[config.mk]
export PLATFORM = sky130hd
export DESIGN_NAME = ndef_message_parser_unit
export DESIGN_NICKNAME = d
export VERILOG_FILES = /design/src/sv/nmp_pkg.sv /design/src/sv/nmp_parse_core.sv /design/src/sv/ndef_message_parser_unit.sv
export SDC_FILE = /design/constraint.sdc
export NUM_CORES = 1
export LEC_CHECK = 0
export ABC_AREA = 1
export BUFFER_PORTS_ARGS = -buffer_cell sky130_fd_sc_hd__buf_2
export CORE_MARGIN = 3
export CORE_UTILIZATION = 50
export CTS_BUF_LIST = sky130_fd_sc_hd__clkbuf_8
export DETAILED_ROUTE_END_ITERATION = 12
export PLACE_DENSITY = 0.72
export SLEW_MARGIN = 20
export SYNTH_ARGS = -nofsm -noshare
export SYNTH_HDL_FRONTEND = slang
export SYNTH_SLANG_ARGS = --single-unit
[constraint.sdc]
create_clock -name clock -period 2.5 [get_ports clock]
set_clock_uncertainty 0.2 [all_clocks]
set_input_delay 0 -clock clock [delete_from_list [all_inputs] [get_ports clock]]
set_output_delay 0 -clock clock [all_outputs]
set_load 0.05 [all_outputs]
[src/sv/nmp_pkg.sv]
`default_nettype none
// ----------------------------------------------------------------------------
// NDEF message parser package
// Shared types and constants: parse phases, word classes, status codes, the
// header flag positions and the result word carried to the output register.
// ----------------------------------------------------------------------------
package nmp_pkg;

   localparam logic [31:0] MAX_PAYLOAD_RESET = 32'd2097152;

   typedef enum logic [3:0] {
      PH_HEADER    = 4'd0,
      PH_TYPE_LEN  = 4'd1,
      PH_PAY_LEN   = 4'd2,
      PH_ID_LEN    = 4'd3,
      PH_TYPE      = 4'd4,
      PH_ID        = 4'd5,
      PH_PAYLOAD   = 4'd6,
      PH_AFTER_END = 4'd7,
      PH_FAILED    = 4'd8
   } phase_type;

   typedef enum logic [2:0] {
      CLS_HEADER   = 3'd0,
      CLS_TYPE_LEN = 3'd1,
      CLS_PAY_LEN  = 3'd2,
      CLS_ID_LEN   = 3'd3,
      CLS_TYPE     = 3'd4,
      CLS_ID       = 3'd5,
      CLS_PAYLOAD  = 3'd6,
      CLS_IGNORED  = 3'd7
   } byte_class_type;

   typedef enum logic [1:0] {
      STS_OK          = 2'd0,
      STS_NO_RECORD   = 2'd1,
      STS_END_MISSING = 2'd2
   } status_type;

   localparam logic ACTION_BYTE = 1'b0;
   localparam logic ACTION_END  = 1'b1;

   // Bit positions within the five header flags.
   localparam int FLAG_ME_BIT = 3;
   localparam int FLAG_SR_BIT = 1;
   localparam int FLAG_IL_BIT = 0;

   typedef struct packed {
      logic [7:0]     byte_value;
      byte_class_type byte_class;
      logic [7:0]     record_index;
      logic [2:0]     type_name_format;
      logic [4:0]     record_flags;
      logic           record_end;
      logic           parse_error;
      logic           trailing_ignored;
      logic           message_done;
      status_type     message_status;
   } result_type;

endpackage
`default_nettype wire

[src/sv/nmp_parse_core.sv]
`default_nettype none
// ----------------------------------------------------------------------------
// NDEF parser core
// Holds the record parse state and computes, for one input word, the tagged
// result word and the next state in a single pass.
// ----------------------------------------------------------------------------
module nmp_parse_core (
   input  wire logic               clock,
   input  wire logic               reset,
   input  wire logic               step_en,
   input  wire logic               action,
   input  wire logic [7:0]         data_byte,
   input  wire logic [31:0]        max_payload_length,
   output nmp_pkg::result_type     result
);
   import nmp_pkg::*;

   phase_type   phase_ff,   phase_in;
   logic [4:0]  flags_ff,   flags_in;
   logic [2:0]  tnf_ff,     tnf_in;
   logic [7:0]  type_rem_ff, type_rem_in;
   logic [7:0]  id_rem_ff,  id_rem_in;
   logic [31:0] pay_rem_ff, pay_rem_in;
   logic [1:0]  len_cnt_ff, len_cnt_in;
   logic [7:0]  rec_done_ff, rec_done_in;
   logic        last_end_ff, last_end_in;
   logic        error_ff,   error_in;
   logic        trail_ff,   trail_in;

   logic           advance;
   logic           rec_end;
   byte_class_type cls;
   logic [31:0]    pay_shift;
   logic           end_error;
   status_type     status;

   assign pay_shift = {pay_rem_ff[23:0], data_byte};

   always_comb begin
      phase_in    = phase_ff;
      flags_in    = flags_ff;
      tnf_in      = tnf_ff;
      type_rem_in = type_rem_ff;
      id_rem_in   = id_rem_ff;
      pay_rem_in  = pay_rem_ff;
      len_cnt_in  = len_cnt_ff;
      rec_done_in = rec_done_ff;
      last_end_in = last_end_ff;
      error_in    = error_ff;
      trail_in    = trail_ff;
      advance     = 1'b0;
      rec_end     = 1'b0;
      cls         = CLS_IGNORED;

      case (phase_ff)
         PH_HEADER: begin
            cls         = CLS_HEADER;
            flags_in    = data_byte[7:3];
            tnf_in      = data_byte[2:0];
            type_rem_in = 8'd0;
            id_rem_in   = 8'd0;
            pay_rem_in  = 32'd0;
            len_cnt_in  = 2'd0;
            phase_in    = PH_TYPE_LEN;
         end
         PH_TYPE_LEN: begin
            cls         = CLS_TYPE_LEN;
            type_rem_in = data_byte;
            phase_in    = PH_PAY_LEN;
         end
         PH_PAY_LEN: begin
            cls        = CLS_PAY_LEN;
            pay_rem_in = pay_shift;
            if (flags_ff[FLAG_SR_BIT] || (len_cnt_ff == 2'd3)) begin
               len_cnt_in = 2'd0;
               if (pay_shift > max_payload_length) begin
                  error_in = 1'b1;
                  phase_in = PH_FAILED;
               end else if (flags_ff[FLAG_IL_BIT]) begin
                  phase_in = PH_ID_LEN;
               end else begin
                  id_rem_in = 8'd0;
                  advance   = 1'b1;
               end
            end else begin
               len_cnt_in = len_cnt_ff + 2'd1;
            end
         end
         PH_ID_LEN: begin
            cls       = CLS_ID_LEN;
            id_rem_in = data_byte;
            advance   = 1'b1;
         end
         PH_TYPE: begin
            cls         = CLS_TYPE;
            type_rem_in = type_rem_ff - 8'd1;
            advance     = (type_rem_in == 8'd0);
         end
         PH_ID: begin
            cls       = CLS_ID;
            id_rem_in = id_rem_ff - 8'd1;
            advance   = (id_rem_in == 8'd0);
         end
         PH_PAYLOAD: begin
            cls        = CLS_PAYLOAD;
            pay_rem_in = pay_rem_ff - 32'd1;
            advance    = (pay_rem_in == 32'd0);
         end
         PH_AFTER_END: begin
            cls      = CLS_IGNORED;
            trail_in = 1'b1;
         end
         default: begin
            cls      = CLS_IGNORED;
            phase_in = PH_FAILED;
         end
      endcase

      if (advance) begin
         if (type_rem_in != 8'd0) begin
            phase_in = PH_TYPE;
         end else if (id_rem_in != 8'd0) begin
            phase_in = PH_ID;
         end else if (pay_rem_in != 32'd0) begin
            phase_in = PH_PAYLOAD;
         end else begin
            rec_end     = 1'b1;
            last_end_in = flags_in[FLAG_ME_BIT];
            if (rec_done_ff != 8'hFF) begin
               rec_done_in = rec_done_ff + 8'd1;
            end
            phase_in = flags_in[FLAG_ME_BIT] ? PH_AFTER_END : PH_HEADER;
         end
      end

      // The end of a message reports on the current state and starts over.
      end_error = error_ff || !((phase_ff == PH_HEADER) || (phase_ff == PH_AFTER_END) ||
                                (phase_ff == PH_FAILED));
      if (rec_done_ff == 8'd0) begin
         status = STS_NO_RECORD;
      end else if (!last_end_ff) begin
         status = STS_END_MISSING;
      end else begin
         status = STS_OK;
      end

      if (action == ACTION_END) begin
         result.byte_value       = 8'd0;
         result.byte_class       = CLS_IGNORED;
         result.record_index     = rec_done_ff;
         result.type_name_format = tnf_ff;
         result.record_flags     = flags_ff;
         result.record_end       = 1'b0;
         result.parse_error      = end_error;
         result.trailing_ignored = trail_ff;
         result.message_done     = 1'b1;
         result.message_status   = status;
         phase_in    = PH_HEADER;
         flags_in    = 5'd0;
         tnf_in      = 3'd0;
         type_rem_in = 8'd0;
         id_rem_in   = 8'd0;
         pay_rem_in  = 32'd0;
         len_cnt_in  = 2'd0;
         rec_done_in = 8'd0;
         last_end_in = 1'b0;
         error_in    = 1'b0;
         trail_in    = 1'b0;
      end else begin
         result.byte_value       = data_byte;
         result.byte_class       = cls;
         result.record_index     = rec_done_ff;
         result.type_name_format = tnf_in;
         result.record_flags     = flags_in;
         result.record_end       = rec_end;
         result.parse_error      = error_in;
         result.trailing_ignored = trail_in;
         result.message_done     = 1'b0;
         result.message_status   = STS_OK;
      end
   end

   always_ff @(posedge clock) begin
      if (reset) begin
         phase_ff    <= PH_HEADER;
         flags_ff    <= 5'd0;
         tnf_ff      <= 3'd0;
         type_rem_ff <= 8'd0;
         id_rem_ff   <= 8'd0;
         pay_rem_ff  <= 32'd0;
         len_cnt_ff  <= 2'd0;
         rec_done_ff <= 8'd0;
         last_end_ff <= 1'b0;
         error_ff    <= 1'b0;
         trail_ff    <= 1'b0;
      end else if (step_en) begin
         phase_ff    <= phase_in;
         flags_ff    <= flags_in;
         tnf_ff      <= tnf_in;
         type_rem_ff <= type_rem_in;
         id_rem_ff   <= id_rem_in;
         pay_rem_ff  <= pay_rem_in;
         len_cnt_ff  <= len_cnt_in;
         rec_done_ff <= rec_done_in;
         last_end_ff <= last_end_in;
         error_ff    <= error_in;
         trail_ff    <= trail_in;
      end
   end

endmodule
`default_nettype wire

[src/sv/ndef_message_parser_unit.sv]
`default_nettype none
// ----------------------------------------------------------------------------
// NDEF message parser unit
// Tags each byte of an NDEF message with its field class, record index, TNF
// and flags, and reports the message status on an end-of-message word.
//
// Usage: the request channel carries one word per message byte, or an end
// word (req_action high). Each accepted request word yields exactly one
// response word on the rsp_ channel, registered in the next cycle.
// Throughput is one word per cycle while req_stall is low; the parse state
// and the result are computed combinationally from the incoming word.
// When the receiver raises rsp_stall the response register holds its word and
// req_stall is raised in the same cycle, so no new word enters until the
// response is taken; the response register is refilled in the cycle it drains.
// The payload length limit is to be written through csr_write_enable and
// csr_write_data only while the unit is idle; the unit does not enforce this.
// Reset clears the parse state, empties the response register and sets the
// payload length limit to 2097152.
// ----------------------------------------------------------------------------
module ndef_message_parser_unit (
   input  wire logic                   clock,
   input  wire logic                   reset,
   input  wire logic                   req_valid,
   output logic                        req_stall,
   input  wire logic                   req_action,
   input  wire logic [7:0]             req_data_byte,
   output logic                        rsp_valid,
   input  wire logic                   rsp_stall,
   output logic [7:0]                  rsp_byte_value,
   output logic [2:0]                  rsp_byte_class,
   output logic [7:0]                  rsp_record_index,
   output logic [2:0]                  rsp_type_name_format,
   output logic [4:0]                  rsp_record_flags,
   output logic                        rsp_record_end,
   output logic                        rsp_parse_error,
   output logic                        rsp_trailing_ignored,
   output logic                        rsp_message_done,
   output logic [1:0]                  rsp_message_status,
   input  wire logic                   csr_write_enable,
   input  wire logic [31:0]            csr_write_data
);
   import nmp_pkg::*;

   logic        rsp_valid_ff, rsp_valid_in;
   result_type  rsp_word_ff;
   logic [31:0] max_len_ff;
   logic        req_take;
   result_type  step_result;

   assign req_stall = rsp_valid_ff && rsp_stall;
   assign req_take  = req_valid && !req_stall;

   nmp_parse_core u_core (
      .clock              (clock),
      .reset              (reset),
      .step_en            (req_take),
      .action             (req_action),
      .data_byte          (req_data_byte),
      .max_payload_length (max_len_ff),
      .result             (step_result)
   );

   always_comb begin
      rsp_valid_in = rsp_valid_ff;
      if (req_take) begin
         rsp_valid_in = 1'b1;
      end else if (!rsp_stall) begin
         rsp_valid_in = 1'b0;
      end
   end

   always_ff @(posedge clock) begin
      if (reset) begin
         rsp_valid_ff <= 1'b0;
         max_len_ff   <= MAX_PAYLOAD_RESET;
      end else begin
         rsp_valid_ff <= rsp_valid_in;
         if (csr_write_enable) begin
            max_len_ff <= csr_write_data;
         end
      end
   end

   always_ff @(posedge clock) begin
      if (req_take) begin
         rsp_word_ff <= step_result;
      end
   end

   assign rsp_valid            = rsp_valid_ff;
   assign rsp_byte_value       = rsp_word_ff.byte_value;
   assign rsp_byte_class       = rsp_word_ff.byte_class;
   assign rsp_record_index     = rsp_word_ff.record_index;
   assign rsp_type_name_format = rsp_word_ff.type_name_format;
   assign rsp_record_flags     = rsp_word_ff.record_flags;
   assign rsp_record_end       = rsp_word_ff.record_end;
   assign rsp_parse_error      = rsp_word_ff.parse_error;
   assign rsp_trailing_ignored = rsp_word_ff.trailing_ignored;
   assign rsp_message_done     = rsp_word_ff.message_done;
   assign rsp_message_status   = rsp_word_ff.message_status;

   // Every accepted request word shows up as a response in the next cycle.
   a_take_to_rsp: assert property (@(posedge clock) disable iff (reset)
      req_take |=> rsp_valid_ff)
      else $error("accepted word did not produce a response");

   // An end-of-message response carries no byte and never ends a record.
   a_done_fields: assert property (@(posedge clock) disable iff (reset)
      (rsp_valid_ff && rsp_word_ff.message_done) |->
         (rsp_word_ff.byte_class == CLS_IGNORED && !rsp_word_ff.record_end))
      else $error("end response carries byte fields");

   // A completed record is never tagged as an ignored or header byte.
   a_end_class: assert property (@(posedge clock) disable iff (reset)
      (rsp_valid_ff && rsp_word_ff.record_end) |->
         (rsp_word_ff.byte_class != CLS_IGNORED && rsp_word_ff.byte_class != CLS_HEADER))
      else $error("record end on a non-record byte");

   // The status code is only nonzero on an end-of-message response.
   a_status_done: assert property (@(posedge clock) disable iff (reset)
      (rsp_valid_ff && !rsp_word_ff.message_done) |->
         (rsp_word_ff.message_status == STS_OK))
      else $error("status reported outside end of message");

endmodule
`default_nettype wire
==> summary.txt <==
Yosys
  • Synth top area share: 24.3%
  • Compound-Gate Fraction of Synth Area: 17.3%
  • Post-synthesis simple-gate area fraction: 28.7%
  • Synth cell types: 54
  • Post-synth EDFFs: 33
  • Avg Cell Area, Syn: 6.93 µm²
  • FF+latch count, synth: 139
  • Mux contribution to synthesized area: 0%
  • Cells after Synth: 1261
  • Synth Area in XOR/XNOR: 3.61%
  • Largest area contributor in the netlist: dfxtp_1
  • Synthesized Nets: 1348
  • Post-synth ARST share: 0%
  • Largest family of logic cells by synthesized area: simple AND/OR/NAND/NOR gates
  • Syn. warnings: 0
  • Sequential element share of the synthesized area: 35.6%
  • Ys flop type: dfxtp_1
  • Largest cells by area after synthesis: dfxtp_1 (24%), nand2_1 (13%), edfxtp_1 (11%)
  • Mapped cell area: 8740 µm²
  • Cell with the most instances after synthesis: nand2_1
  • Post-synthesis adder-cell area fraction: 5.87%
  • Most instantiated cells after synthesis: nand2_1 (303), nor2_1 (147), inv_1 (144)

Detailed routing
  • Routed len/inst: 16.9 µm
  • DR iter-0 viols: 1245
  • Antenna-violating nets left: 0
  • 1st-pass router iterations: 8
  • DRC: 0
  • Routed WL: 31700 µm
  • Vias per cell: 5.61
  • Vias: 10500

Timing
  • Unrepaired setup endpoints after global routing: yes
  • Tmin final: 3.16 ns
  • Tightest Pin Transition: 0.620 ns
  • Fin crit share: 127%
  • Max-slew headroom: 57.6%
  • Slew Viols, Final: 0
  • Final WS setup: -0.664 ns
  • Final Hold Fails: 0
  • Setup-failing EPs final: 16
  • Setup TNS: -8.29 ns
  • Fmax: 316 MHz

Placement
  • Placed instance area: 11100 µm²
  • Detailed Place HPWL: 18800 µm
  • Port bufs: 80
  • Cells after DPL: 1744
  • RePlAce Congestion: 0.986

Clocking
  • Num Clock Sinks: 139
  • CTS HTree Levels: 4
  • Clk_lat worst skew: 0.47 ns
  • Root Buffer: clkbuf_8
  • Register clock-pin slew on the reported worst setup and hold paths: 0.09 ns
  • TritonCTS clock tree: built
  • Max clock buf depth: 2
  • Num CTS Buffers: 17

Setup path
  • Worst setup SP type: register
  • CP Capture Type: register
  • CP arrival: 3.28 ns
  • Crit path cell chain: ha_2 > a21oi_2 > nor2_1 > nor2_1 > nand3_1 > a21oi_2 > nand2_2 > nand2_4 > nand2_4 > nand2_2 > nand2_1 > nand2_1 > nand2_2 > nor2_4 > nand3_4 > nand2_8 > buf_4 > nand3_4 > nand2_2 > a21oi_1
  • Critical-path maximum fanout: 6
  • Slowest-stage cell, CP: dfxtp_2
  • Most used cell, CP: nand2_2
  • CP Data Required Time: 2.62 ns
  • Setup CP Type: register to register
  • Largest incremental delay on the critical path: 0.39 ns

Floorplanning
  • Die area: 19100 µm²
  • Die H: 138 µm
  • I/O pin total: 81
  • Die width: 138 µm
  • Starting density of the core: 52.0%
  • Core ar.: 16800 µm²
  • Row count: 47

Run status
  • Outcome: finished, violations left
  • Failing checks: negative setup slack

Global route
  • Largest net degree at the start of global routing: 63
  • Vias in the first global route: 9886
  • GRT Total Usage: 30.7%
  • First-pass GRT wire length: 48500 µm
  • Initial antenna violation count: 0
  • Grt ovf: 0

Layout
  • Area grow syn2layout: 47.6%
  • Non-filler cells in the finished layout: 1872
  • Final #Nets: 1726
  • ANT cells: 0
  • Finished Cell Area: 12900 µm²
  • Share of cells above drive strength 1: 32.8%

Pwr
  • Cell Pwr Density: 510 nW/µm²
  • VDD IR max: 374 µV
  • LEAKAGE: 6.02 nW

Worst hold path
  • Worst Hold Class: input pin to register

Run
  • Max-Cap Viols: 0
final timing paths:
| kind | cells past startpoint | slack, ns | endpoint | from |
|---|---|---|---|---|
| setup / recovery | 20 | -0.66 | u_core.rec_done_ff[3] | u_core.pay_rem_ff[12] |
| hold / removal | 4 | 0.12 | max_len_ff[19] | csr_write_enable |
| setup reg to reg | 20 | -0.66 | u_core.rec_done_ff[3] | u_core.pay_rem_ff[12] |
| hold reg to reg | 2 | 0.29 | u_core.id_rem_ff[7] | u_core.id_rem_ff[7] |
routing by layer:
| layer | wire length, µm | part of all wire (%) | track usage [%] | up-vias |
|---|---|---|---|---|
| met1 | 11800 | 37 | 36.4 | 4782 |
| met2 | 15200 | 48 | 52.9 | 619 |
| met5 | 0 | 0 | 0 | - |
| met3 | 2630 | 8.3 | 6.60 | 201 |
| li1 | - | - | - | 4891 |
| met4 | 1990 | 6.3 | 15.2 | 0 |
where the power goes:
group	leakage, nW	internal (W)	switching [W]	total (W)
combinational	4.58	0.000802	0.00113	0.00193
clock	0.232	0.00119	0.000994	0.00219
sequential	1.21	0.00241	0.0000504	0.00246
total	6.02	0.00441	0.00217	0.00658
placed cells by master, fill, tap and decap left out, types with 5 or more instances in the layout:
| cell type | count |
|---|---|
| inv_2 | 15 |
| o21bai_1 | 11 |
| bufinv_16 | 5 |
| nand2_4 | 9 |
| o221ai_1 | 5 |
| a21oi_1 | 114 |
| nand3_1 | 50 |
| nor2_4 | 22 |
| ha_1 | 33 |
| clkbuf_8 | 17 |
| dfxtp_4 | 6 |
| dlygate4sd3_1 | 69 |
| o211ai_1 | 6 |
| xor2_1 | 30 |
| inv_1 | 139 |
| dfxtp_1 | 81 |
| a21oi_2 | 5 |
| nor3_1 | 8 |
| dfxtp_2 | 19 |
| o22ai_1 | 19 |
| buf_4 | 244 |
| edfxtp_1 | 33 |
| o21ai_0 | 86 |
| ha_4 | 7 |
| nor2_2 | 29 |
| o21ai_1 | 7 |
| nor2_1 | 110 |
| nand2_2 | 36 |
| buf_2 | 80 |
| nand4_1 | 16 |
| nand2_1 | 271 |
registers in the layout, summed over array words and instances, names as in the netlist, 8 cells and up:
name,cells
max_len_ff,32
u_core.pay_rem_ff,32
rsp_byte_value,8
rsp_record_index,8
u_core.id_rem_ff,8
u_core.rec_done_ff,8
u_core.type_rem_ff,8
worst max-delay path: cells and delay by family, from the launching register on:
family	cells	cell delay, ns
AO/OA/AOI/OAI	3	0.48
flip-flops	1	0.39
adder cells (fa/ha/maj)	1	0.23
buffers and inverters	1	0.13
AND/OR/NAND/NOR	15	1.59
kinds of logic (layout without fill, tap and decap cells):
family	after synthesis	in the layout
compound gates	270	270
xor+xnor	36	36
fa+ha+maj	41	41
buf+inv	200	589
flops	139	139
simple gates	575	577
metrics by stage:
step	setup WS, ns	util, %	hold slack [ns]	total power [W]
final	-0.664	76.7	0.124	0.00658
after global routing	-0.782	76.7	0.165	0.00683
after CTS	-0.332	74.4	0.0632	0.00639
after detailed placement	-0.502	65.9	0.0369	0.00411
after global placement	-0.453	65.9	0.0244	0.00408
after floorplan	0.00299	-	-0.101	0.00346
what timing repair did:
item                                    in CTS  in global routing
resized for setup                           62                 85
pin swaps                                   45                 39
endpoints found under the setup margin      14                 22
hold buffers                                69                  0
buffers inserted                            10                 15
hold endpoints to repair                    77                  0
gates cloned                                 2                  0
final cells by class:
cell class / count / area [µm²]
Clock buffer: 17 / 234
Clock inverter: 15 / 219
Fill cell: 1138 / 3920
Inverter: 156 / 591
Multi-Input combinational cell: 924 / 5380
Sequential cell: 139 / 3160
Tap cell: 220 / 275
Timing Repair Buffer: 401 / 3050
Power figures use the tool's default switching activity.
